<file path="src/sv/click_gesture_classifier_defines.svh">
// ----------------------------------------------------------------------------
// Click gesture classifier assertion macros
// Shared concurrent assertion forms, clocked on clk and disabled in reset.
// ----------------------------------------------------------------------------
`ifndef CLICK_GESTURE_CLASSIFIER_DEFINES_SVH
`define CLICK_GESTURE_CLASSIFIER_DEFINES_SVH

// Consequent must hold in the same cycle as the antecedent.
`define CGC_ASSERT_SAME(label, ante, cons, msg) \
    label: assert property (@(posedge clk) disable iff (!rst_n) (ante) |-> (cons)) \
        else $error(msg);

// Consequent must hold in the cycle after the antecedent.
`define CGC_ASSERT_NEXT(label, ante, cons, msg) \
    label: assert property (@(posedge clk) disable iff (!rst_n) (ante) |=> (cons)) \
        else $error(msg);

`endif

</file>
<file path="src/sv/cgc_pkg.sv">
// ----------------------------------------------------------------------------
// cgc_pkg
// Mode codes, register indexes and defaults for the click gesture classifier.
// ----------------------------------------------------------------------------
package cgc_pkg;

    localparam int TIME_WIDTH_DEF = 32;
    localparam int NOW_W          = 32;
    localparam int LIMIT_W        = 16;
    localparam int MODE_W         = 3;
    localparam int CFG_INDEX_W    = 2;
    localparam int CFG_DATA_W     = 16;
    localparam int S_DATA_W       = 40;
    localparam int M_DATA_W       = 8;

    localparam logic [MODE_W-1:0] MODE_IDLE        = 3'd0;
    localparam logic [MODE_W-1:0] MODE_WAIT        = 3'd1;
    localparam logic [MODE_W-1:0] MODE_LONG        = 3'd2;
    localparam logic [MODE_W-1:0] MODE_WAIT_DOUBLE = 3'd3;
    localparam logic [MODE_W-1:0] MODE_SINGLE      = 3'd4;
    localparam logic [MODE_W-1:0] MODE_DOUBLE      = 3'd5;

    localparam logic [CFG_INDEX_W-1:0] REG_DOUBLE_LIMIT = 2'd0;
    localparam logic [CFG_INDEX_W-1:0] REG_LONG_LIMIT   = 2'd1;

    localparam logic [LIMIT_W-1:0] DOUBLE_LIMIT_RST = 16'd300;
    localparam logic [LIMIT_W-1:0] LONG_LIMIT_RST   = 16'd700;

endpackage

</file>
<file path="src/sv/cgc_step.sv">
// ----------------------------------------------------------------------------
// cgc_step
// Next-mode and press-start logic for one poll of the click classifier.
// ----------------------------------------------------------------------------
module cgc_step #(
    parameter int TIME_WIDTH = cgc_pkg::TIME_WIDTH_DEF
) (
    input  logic [cgc_pkg::MODE_W-1:0]  mode,
    input  logic [TIME_WIDTH-1:0]       press_start,
    input  logic [TIME_WIDTH-1:0]       now,
    input  logic                        pressed,
    input  logic                        released,
    input  logic [cgc_pkg::LIMIT_W-1:0] double_limit,
    input  logic [cgc_pkg::LIMIT_W-1:0] long_limit,
    output logic [cgc_pkg::MODE_W-1:0]  mode_next,
    output logic [TIME_WIDTH-1:0]       press_start_next
);

    localparam int CMP_W = (TIME_WIDTH > cgc_pkg::LIMIT_W) ? TIME_WIDTH : cgc_pkg::LIMIT_W;

    logic [TIME_WIDTH-1:0] elapsed;
    logic [CMP_W-1:0]      elapsed_ext;
    logic [CMP_W-1:0]      double_ext;
    logic [CMP_W-1:0]      long_ext;
    logic                  over_double;
    logic                  over_long;

    // Wrapping difference, then widen both sides to a common width
    assign elapsed     = now - press_start;
    assign elapsed_ext = CMP_W'(elapsed);
    assign double_ext  = CMP_W'(double_limit);
    assign long_ext    = CMP_W'(long_limit);
    assign over_double = elapsed_ext > double_ext;
    assign over_long   = elapsed_ext > long_ext;

    always_comb
    begin
        mode_next        = mode;
        press_start_next = press_start;
        case (mode)
            cgc_pkg::MODE_IDLE:
            begin
                if (pressed)
                begin
                    press_start_next = now;
                    mode_next        = cgc_pkg::MODE_WAIT;
                end
            end
            cgc_pkg::MODE_WAIT:
            begin
                // timeout outranks the release
                if (over_long)
                    mode_next = cgc_pkg::MODE_LONG;
                else if (released)
                    mode_next = cgc_pkg::MODE_WAIT_DOUBLE;
            end
            cgc_pkg::MODE_LONG:
            begin
                if (released)
                    mode_next = cgc_pkg::MODE_IDLE;
            end
            cgc_pkg::MODE_WAIT_DOUBLE:
            begin
                if (over_double)
                    mode_next = cgc_pkg::MODE_SINGLE;
                else if (pressed)
                    mode_next = cgc_pkg::MODE_DOUBLE;
            end
            cgc_pkg::MODE_SINGLE,
            cgc_pkg::MODE_DOUBLE:
            begin
                mode_next = cgc_pkg::MODE_IDLE;
            end
            default:
            begin
                mode_next = mode;
            end
        endcase
    end

endmodule

</file>
<file path="src/sv/click_gesture_classifier.sv">
// ----------------------------------------------------------------------------
// click_gesture_classifier
// Sorts polled button events into single click, double click and long press.
// ----------------------------------------------------------------------------
// Each poll transfer carries the current time and the press and release flags;
// it is turned into one result transfer holding the updated mode (0 idle,
// 1 wait, 2 long, 3 wait double, 4 single, 5 double). The mode update is a
// single subtract and two compares feeding the mode and press-start
// registers, which also serve as the result register, so a poll is taken
// every cycle while the result side keeps up (s_tready is high when no
// result is held or the held one is being taken). Elapsed time wraps
// modulo 2^TIME_WIDTH and is compared strictly with the limits; only the low
// TIME_WIDTH bits of now_time are used. Limits are written on the cfg port,
// index 0 double-click limit, index 1 long-press limit; other indexes are
// ignored.
// ----------------------------------------------------------------------------
module click_gesture_classifier #(
    parameter int TIME_WIDTH = cgc_pkg::TIME_WIDTH_DEF
) (
    input  logic                            clk,
    input  logic                            rst_n,
    input  logic                            s_tvalid,
    output logic                            s_tready,
    // [31:0] now_time, [32] press_seen, [33] release_seen, [39:34] zero
    input  logic [cgc_pkg::S_DATA_W-1:0]    s_tdata,
    output logic                            m_tvalid,
    input  logic                            m_tready,
    // [2:0] click_mode, [7:3] zero
    output logic [cgc_pkg::M_DATA_W-1:0]    m_tdata,
    input  logic                            cfg_valid,
    output logic                            cfg_ready,
    input  logic [cgc_pkg::CFG_INDEX_W-1:0] cfg_index,
    input  logic [cgc_pkg::CFG_DATA_W-1:0]  cfg_data
);

    `include "click_gesture_classifier_defines.svh"

    logic [cgc_pkg::MODE_W-1:0]  mode_reg;
    logic [cgc_pkg::MODE_W-1:0]  mode_next;
    logic [TIME_WIDTH-1:0]       press_start_reg;
    logic [TIME_WIDTH-1:0]       press_start_next;
    logic                        m_tvalid_reg;
    logic [cgc_pkg::LIMIT_W-1:0] double_limit_reg;
    logic [cgc_pkg::LIMIT_W-1:0] long_limit_reg;
    logic [2*cgc_pkg::NOW_W-1:0] now_wide;
    logic [TIME_WIDTH-1:0]       now;
    logic                        s_accept;

    assign s_tready  = !m_tvalid_reg || m_tready;
    assign s_accept  = s_tvalid && s_tready;
    assign cfg_ready = 1'b1;
    assign m_tvalid  = m_tvalid_reg;
    assign m_tdata   = cgc_pkg::M_DATA_W'(mode_reg);

    // zero-extend before the cut so widths above 32 read zeros on top
    assign now_wide = {{cgc_pkg::NOW_W{1'b0}}, s_tdata[cgc_pkg::NOW_W-1:0]};
    assign now      = now_wide[TIME_WIDTH-1:0];

    cgc_step #(
        .TIME_WIDTH (TIME_WIDTH)
    ) u_step (
        .mode             (mode_reg),
        .press_start      (press_start_reg),
        .now              (now),
        .pressed          (s_tdata[cgc_pkg::NOW_W]),
        .released         (s_tdata[cgc_pkg::NOW_W+1]),
        .double_limit     (double_limit_reg),
        .long_limit       (long_limit_reg),
        .mode_next        (mode_next),
        .press_start_next (press_start_next)
    );

    always_ff @(posedge clk or negedge rst_n)
    begin
        if (!rst_n)
        begin
            mode_reg        <= cgc_pkg::MODE_IDLE;
            press_start_reg <= '0;
            m_tvalid_reg    <= 1'b0;
        end
        else
        begin
            if (s_accept)
            begin
                mode_reg        <= mode_next;
                press_start_reg <= press_start_next;
                m_tvalid_reg    <= 1'b1;
            end
            else if (m_tready)
            begin
                m_tvalid_reg <= 1'b0;
            end
        end
    end

    always_ff @(posedge clk or negedge rst_n)
    begin
        if (!rst_n)
        begin
            double_limit_reg <= cgc_pkg::DOUBLE_LIMIT_RST;
            long_limit_reg   <= cgc_pkg::LONG_LIMIT_RST;
        end
        else if (cfg_valid && cfg_ready)
        begin
            case (cfg_index)
                cgc_pkg::REG_DOUBLE_LIMIT: double_limit_reg <= cfg_data;
                cgc_pkg::REG_LONG_LIMIT:   long_limit_reg   <= cfg_data;
                default:                   ;
            endcase
        end
    end

    `CGC_ASSERT_NEXT(a_click_returns_idle,
        s_accept && (mode_reg == cgc_pkg::MODE_SINGLE || mode_reg == cgc_pkg::MODE_DOUBLE),
        mode_reg == cgc_pkg::MODE_IDLE,
        "single or double click did not return to idle")
    `CGC_ASSERT_NEXT(a_poll_gives_result, s_accept, m_tvalid,
        "accepted poll produced no result")
    `CGC_ASSERT_NEXT(a_press_start_held,
        !(s_accept && mode_reg == cgc_pkg::MODE_IDLE),
        $stable(press_start_reg),
        "press start changed outside an idle poll")
    `CGC_ASSERT_SAME(a_stall_blocks_input, m_tvalid && !m_tready, !s_tready,
        "poll taken while a result is stalled")

endmodule

</file>
<file path="config.mk">
export PLATFORM = sky130hd
export DESIGN_NAME = click_gesture_classifier
export DESIGN_NICKNAME = d
export VERILOG_FILES = /design/src/sv/cgc_pkg.sv /design/src/sv/cgc_step.sv /design/src/sv/click_gesture_classifier.sv
export VERILOG_INCLUDE_DIRS = /design/src /design/src/sv
export SDC_FILE = /design/constraint.sdc
export NUM_CORES = 1
export LEC_CHECK = 0
export BUFFER_PORTS_ARGS = -buffer_cell sky130_fd_sc_hd__buf_4
export CELL_PAD_IN_SITES_DETAIL_PLACEMENT = 0
export CELL_PAD_IN_SITES_GLOBAL_PLACEMENT = 1
export CORE_UTILIZATION = 35
export DETAILED_ROUTE_END_ITERATION = 10
export PLACE_DENSITY_LB_ADDON = 0.12
export SYNTH_ARGS = -nofsm -noshare
export SYNTH_HDL_FRONTEND = slang
export SYNTH_SLANG_ARGS = --single-unit
</file>
<file path="constraint.sdc">
create_clock -name clk -period 6.4 [get_ports clk]
set_clock_uncertainty 0.1 [all_clocks]
set_input_delay 1.28 -clock clk [delete_from_list [all_inputs] [get_ports clk]]
set_output_delay 1.28 -clock clk [all_outputs]
set_load 0.05 [all_outputs]
</file>
* Word-level counts from Yosys, hierarchy flattened
Cells that the tools add are included.
Storage, ports and cells: flip-flop bits (word level) 68, logic and storage cells 39, input port bits 63, output and inout port bits 11
Operators by class: $add $sub $neg 1, reductions and logical operators 12, magnitude comparators 2, equality and inequality tests 10, muxes and demuxes 9
Operators by type and width (count):
- 32-bit by 16-bit > comparator with 1-bit output | 2
- 32-bit subtractor | 1
- 3-bit two-way mux | 6
- 3-bit one-hot mux with 5 select lines | 1
- 3-bit by 2-bit equality test with 1-bit output (second input constant) | 2
- 3-bit equality test (second input constant) | 2
- 3-bit by 2-bit != test with 1-bit output (second input constant) | 2
- 6-bit AND reduction | 1
- 5-bit nonzero test | 1
- 2-bit != test (second input constant) | 2
- 2-bit AND reduction | 2
- 3-bit by 1-bit equality test with 1-bit output (second input constant) | 1
- 3-bit logical NOT | 1
- 3-bit AND reduction | 1
- 2-bit by 1-bit equality test with 1-bit output (second input constant) | 1
- 2-bit logical NOT | 1
- 1-bit two-way mux | 2
- 2-bit nonzero test | 1
- 2-bit OR reduction | 1
- 1-bit logical AND | 1
- 1-bit logical NOT | 1
- 1-bit logical OR | 1

* Logic depth before layout (Yosys ltp)
Gate-level depths: netlist (run 1).
depth in word-level cells 4, gate-level depth with buffers 19, gate-level depth less buffers 19

* Modules after synthesis
A second synthesis (run 1) with hierarchy kept.
Unflattened totals: cell total of the unflattened synthesis 704, area, all modules 6177.2 um^2
Modules (own cells, without submodules):
- cgc_step | cells each 551, seq. area each 0.0 um^2, times used 1, area an instance 3563.4 um^2
- click_gesture_classifier | cells each 153, seq. area each 1714.1 um^2, times used 1, area an instance 2613.8 um^2

* Least setup slack after synthesis (run 1)
Ideal clock, no wire load.
kind input port to flip-flop, start point in s_tdata[0] (netlist bit), end point reg mode_reg[1] (netlist bit), setup slack 1.576 ns, cell stages on the path 19, data arrival time 4.597 ns, required time 6.172 ns, buffers on the path 0, setup time 0.128 ns, path through inv_1 ha_1 fa_1 nand2b_1 a21oi_1 nor2_1 nor3_1 nor2_1 xnor2_1 ha_1 nand2_1 nor2_1 nand2_1 or4_1 a21oi_1 o21ai_0 nor4_2 a21oi_2 mux2_1
Between the ends: word-level cells in the longest chain between the ends 4, elaborated cells between the ends (all ways) 9, classes of those cells add/sub: 1; order compare: 2; eq/ne: 2; mux: 3; reduce/logical: 1
RTL lines:
- start: declaration | RTL line click_gesture_classifier.sv:25 | input logic [cgc_pkg::S_DATA_W-1:0] s_tdata,
- 32-bit subtractor * | RTL line cgc_step.sv:29 | assign elapsed = now - press_start;
- 32-bit by 16-bit > comparator with 1-bit output (on tied branches) | RTL line cgc_step.sv:34, cgc_step.sv:33
- 3-bit by 2-bit != test with 1-bit output (no source line), or another cell as far along
- 6-bit AND reduction (no source line) or 3-bit one-hot mux with 5 select lines (tied branches)
- end signal: assignment | RTL line click_gesture_classifier.sv:77 | mode_reg <= cgc_pkg::MODE_IDLE;
- end signal: assignment | RTL line click_gesture_classifier.sv:85 | mode_reg <= mode_next;
- end: declaration | RTL line click_gesture_classifier.sv:38 | logic [cgc_pkg::MODE_W-1:0] mode_reg;
Every way passes the cells marked *; elsewhere a longest branch is shown, timed or not. A chain may end at the register's enable or synchronous reset.

* Worst setup path after layout (run 1)
start point in s_tdata[0] (netlist bit), end point reg mode_reg[2] (netlist bit)
The elaborated chain is that of the path after synthesis.

==> results.yml, run 1 <==
floorplan:
  core_area_um2: 15900
  start_util_pct: 36.0
  rows: 46
  ios: 74
  die_area_um2: 16800
  die_width_um: 130
  die_h_um: 130
cts:
  cts_resized: 0
  cts_setup_buffers: 0
  cts_hold_buffers: 0
  root_buffer: "clkbuf_16"
  h-tree-depth: 3
  clock_sinks: 68
  path_clk_slew_ps: 60
  cts_buffer_depth: 2
  numCtsBuffers: 9
  cts_tree: "yes"
  worstSkewPairLatency_ps: 350
routing:
  route.detailed.drc: 0
  vias: 4779
  first_pass_iters: 5
  routed_via_density: 5.16
  wl_per_cell_um: 15.6
  drt-total-wl_mm: 14.5
  antenna_left: 0
  drt_first_iter_violations: 243
timing:
  drv_slew: 0
  fmaxAchievable_ghz: 0.191
  max-slew-margin-rel_pct: 19.1
  worst_pin_slew_ps: 1180
  min_period_over_period_pct: 81.7
  tns_ps: 0
  rsz0062_at_grt: "no"
  finalSetupViolCount: 0
  finalCriticalPeriod_ps: 5230
  finalHoldViolations: 0
place:
  hpwl_mm: 11.5
  place.gp.congestion: 0.825
  dp.cells: 910
  io_buffers: 61
critical_path:
  worstReg2RegStart: "press_start_reg[0]"
  cp_cell_sequence: "buf_4 -> inv_1 -> ha_1 -> fa_1 -> nand2b_1 -> a21oi_1 -> nor2_1 -> nor3_1 -> nor2_1 -> xnor2_1 -> ha_1 -> and4_1 -> a21o_1 -> o21ai_0 -> nand3_1 -> a211oi_1 -> o21ai_0 -> nor4_2 -> a21oi_2 -> mux2_1"
  ff2ff_path_depth: 18
  rr_endpoint: "mode_reg[2]"
  worstPathArrival_ps: 5350
  endpoint_kind: "register"
  crit_slowest_cell: "fa_1"
  path_class: "input port to register"
  critPathMaxStageDelay_ps: 400
  reg2reg_setup_slack_ps: 1840
  cp.required_ps: 6520
  critPathMaxFanout: 3
  startpoint_type: "input port"
logic_synthesis:
  yosys.area.top_type_share_pct: 25.4
  synth-edff-count: 0
  synth.largest_area_cell: "dfrtp_1"
  synthCells: 653
  seq_area_frac_synth_pct: 30.0
  synth_ff_type: "dfrtp_1"
  yosys-top-cells-count: "69 x inv_1, 64 x ha_1, 61 x nand2_1"
  async_flop_share_pct: 100
  synth_area_leaders: "dfrtp_1 25%, ha_1 14%, mux2_2 9.5%, dfstp_2 4.6%, inv_1 4.5%"
  syn_area_per_cell_um2: 8.75
  synth-seq-cells: 68
  synth_area_um2: 5720
  yosysWarnings: 0
  yosysMostFrequentCell: "inv_1"
  ys_types: 64
min_path:
  hold_depth: 2
  min-delay-start: "press_start_reg[0]"
  hp-class: "register to register"
  worst_hold_path.endpoint: "press_start_reg[0]"
power:
  max-vdd-ir-drop_mv: 0.143
  leakage_uw: 0.00311
  p_per_area_nw_per_um2: 507
layout:
  syn2layout_area_growth_pct: 17.2
  insertedDiodeCount: 0
  fin_cells: 926
  layout.nets: 833
  drive_above_1_share_pct: 21.4
  seq_area_um2: 1710
  fillers: 1684
  multi_input_area_um2: 3620
  largest_reg_flops: 32
global_routing:
  grt_max_degree: 69
  grt_pass1_wl_mm: 23.5
  grt_pass1_vias: 4563
  gr-usage-all-layers_pct: 18.1
  antenna_found_initial: 0
  overflow: 0
run_status:
  status: "finished clean"
flow_run:
  max_cap_viol_count: 0
-- cells by family after synthesis --
logic type	synth area share [%]
AND/OR/NAND/NOR	16.1
AO/OA/AOI/OAI	19.4
buffers and inverters	7.09
flip-flops	30.0
adder cells (fa/ha/maj)	14.4
multiplexers	10.2
XOR/XNOR	2.76
other	0.131
-- critical path, delay by kind of cell --
family          cells  cell delay [ps]
xor+xnor            1              270
compound gates      6             1210
mux                 1              330
fa+ha+maj           3              920
buf+inv             2              110
simple gates        7             1240
-- routing by layer --
layer  track usage, %  part of all wire, %  up-vias
met5                0                    0        -
met4             6.36                  1.4        0
met3             2.30                  3.1       15
met2             27.4                   43       84
met1             26.4                   53     2261
li1                 -                    -     2419
-- cell type report --
| type | instances | area share [%] |
|---|---|---|
| Tap cell | 216 | 4.03 |
| Sequential cell | 68 | 25.6 |
| Clock buffer | 10 | 3.42 |
| Inverter | 69 | 3.87 |
| Multi-Input combinational cell | 494 | 54.0 |
| Timing Repair Buffer | 63 | 7.06 |
| Clock inverter | 6 | 2.05 |
-- power by group --
group	internal [µW]	total (µW)	switching, µW
Clock	422	623	201
Sequential	584	665	80.5
Combinational	862	2110	1250
-- per-stage QoR --
stage | power [µW] | hold WS, ps | setup slack [ps] | cell area, µm² | util [%]
after global routing | 3740 | 418 | 801 | 6700 | 42.2
after global placement | 2730 | 374 | 858 | 6330 | 39.9
after CTS | 3430 | 405 | 1140 | 6700 | 42.2
after floorplan | 2270 | 354 | 1580 | 5730 | -
after detailed placement | 2780 | 393 | 792 | 6330 | 39.9
final | 3400 | 399 | 1170 | 6700 | 42.2
-- layout by cell type (no fill, tap or decap), drive strengths merged, types with 13 or more instances in the layout --
master | synthesis | routed
a21oi | 50 | 50
nor2 | 44 | 44
xnor2 | 13 | 13
ha | 64 | 64
nand2 | 62 | 62
o21ai | 45 | 45
buf | 18 | 63
inv | 69 | 69
mux2 | 50 | 50
dfrtp | 58 | 58
-- worst max path at each step --
stage / from / to / slack [ps] / depth (start not counted)
floorplan: s_tdata[0] / mode_reg[1] / 1580 / 19
global placement: s_tdata[0] / mode_reg[1] / 860 / 20
detailed placement: s_tdata[0] / mode_reg[2] / 790 / 20
CTS: s_tdata[0] / mode_reg[2] / 1140 / 20
global route: s_tdata[0] / mode_reg[2] / 800 / 20
finish: s_tdata[0] / mode_reg[2] / 1170 / 20
Power figures use the tool's default switching activity.
==> inputs of run 2 (changes only) <==
==> constraint.sdc (replaced) <==
create_clock -name clk -period 4.52 [get_ports clk]
set_clock_uncertainty 0.1 [all_clocks]
set_input_delay 0.904 -clock clk [delete_from_list [all_inputs] [get_ports clk]]
set_output_delay 0.904 -clock clk [all_outputs]
set_load 0.05 [all_outputs]
==> run 2 against run 1 <==
Net effect: worst hold slack improved by 4.4 ps; final area grew 9.8%; first-iteration DRC count decreased by 5.3%; wire length rose by 4.0%; die area is the same.
==> results.yml, run 2 (synthesis results as in run 1) <==
run_status:
  status: "finished clean"
routing:
  wl_met3_um: 630
  first_pass_iters: 4
  wl_met1_mm: 7.63
  antenna_left: 0
  drt-total-wl_mm: 15.0
  vias: 5038
  route.detailed.drc: 0
  wl_met2_mm: 6.64
  routed_via_density: 5.09
  drt_first_iter_violations: 230
  wl_per_cell_um: 15.2
  top_layer: "met4"
power:
  leakage_uw: 0.00344
  total_power_uw: 5330
  p_int_uw: 2940
  max-vdd-ir-drop_mv: 0.227
  combPwrFrac_pct: 68.8
  p_per_area_nw_per_um2: 724
  sw_frac_of_total_pct: 44.9
  p_clk_share_pct: 13.5
  power_frac_seq_pct: 17.6
  switching_power_uw: 2390
floorplan:
  die_area_um2: 16800
  die_h_um: 130
  core_area_um2: 15900
  die_width_um: 130
  ios: 74
  start_util_pct: 36.0
  rows: 46
timing:
  finalSetupViolCount: 0
  max-slew-margin-rel_pct: 32.0
  fmaxAchievable_ghz: 0.229
  min_period_over_period_pct: 96.6
  hold_slack_ps: 404
  drv_slew: 0
  worst_pin_slew_ps: 1020
  finalCriticalPeriod_ps: 4370
  finalHoldViolations: 0
cts:
  worstSkewPairLatency_ps: 340
  numCtsBuffers: 9
  clock_sinks: 68
  cts_hold_buffers: 0
  path_clk_slew_ps: 60
  cts_tree: "yes"
  h-tree-depth: 3
  cts_buffer_depth: 2
  root_buffer: "clkbuf_16"
layout:
  layout.nets: 897
  fin_cells: 990
  insertedDiodeCount: 0
  drive_above_1_share_pct: 32.9
  syn2layout_area_growth_pct: 28.7
  largest_reg_flops: 32
  layout_commonest_cell: "buf_4"
  layout_common_cells: "126 x buf_4, 68 x inv_1, 59 x nand2_1"
global_routing:
  overflow: 0
  grt_pass1_vias: 4966
  gr-usage-all-layers_pct: 18.8
  grt_pass1_wl_mm: 24.6
  grt_max_degree: 69
  antenna_found_initial: 0
critical_path:
  cp.required_ps: 4640
  critPathMaxFanout: 3
  worstPathArrival_ps: 4490
  startpoint_type: "input port"
  path_class: "input port to register"
  endpoint_kind: "register"
place:
  place.gp.congestion: 0.828
  dp.cells: 970
  hpwl_mm: 11.9
  io_buffers: 61
flow_run:
  max_cap_viol_count: 0
min_path:
  hp-class: "register to register"
run 2: area by class of cell:
class                      instances  area [µm²]
clock buffer                      10         229
clock inverter                     6        72.6
fill                            1609        8530
inverter                          69         259
multi-input combinational        494        3850
sequential                        68        1710
tap                              216         270
timing repair buffer             127         957
run 2: per-layer routing:
layer,track usage (%),vias to the layer above
li1,-,2551
met1,26.9,2383
met2,29.1,94
met3,3.36,10
met4,4.99,0
met5,0,-
run 2: final timing paths:
path                                     startpoint                   to  slack [ps]  depth (start not counted)
worst min register to register  press_start_reg[10]  press_start_reg[10]         400                          1
max in group asynchronous                     rst_n  press_start_reg[14]        3170                          1
worst max register to register   press_start_reg[6]          mode_reg[2]         420                         19
min in group asynchronous                     rst_n  double_limit_reg[1]         590                          1
worst min-delay path            press_start_reg[10]  press_start_reg[10]         400                          1
worst max-delay path                     s_tdata[6]          mode_reg[2]         150                         19
run 2: worst max-delay path, cell delays in order:
cell and delay (ps):
buf_4 130, ha_4 250, a21oi_4 170, o22ai_2 100, or3_4 390, o21a_1 200
nor2_2 140, xnor2_2 100, buf_4 150, ha_1 320, and4_1 250, and3_4 200
buf_4 100, nand2_1 90, a211oi_2 230, o21ai_1 80, nor4_2 250, a21oi_2 120
mux2_1 320
run 2: power by group through the flow:
stage          combinational, µW  sequential, µW  clock [µW]
6_report                    3670             939         722
5_1_grt                     4110             970         773
4_1_cts                     3400             939         748
3_5_place_dp                3330             951           0
3_3_place_gp                3280             938           0
2_1_floorplan               2240             966           0
run 2: through the flow:
stage	instance area [µm²]	setup slack, ps	TNS (ps)	utilization [%]
final	7360	153	0	46.3
after detailed placement	6780	-534	-1450	42.7
after global routing	7360	-9.68	-16.2	46.3
after global placement	6780	-474	-1290	42.7
after CTS	7110	2.28	0	44.8
after floorplan	5730	71.6	0	-
run 2: what timing repair did:
| item | 4_1_cts | 5_1_grt |
|---|---|---|
| setup endpoints to repair | 3 | 3 |
| pin swaps | 4 | 28 |
| buffers inserted | 1 | 3 |
| hold endpoints to repair | 0 | 0 |
| gates resized for setup | 6 | 44 |
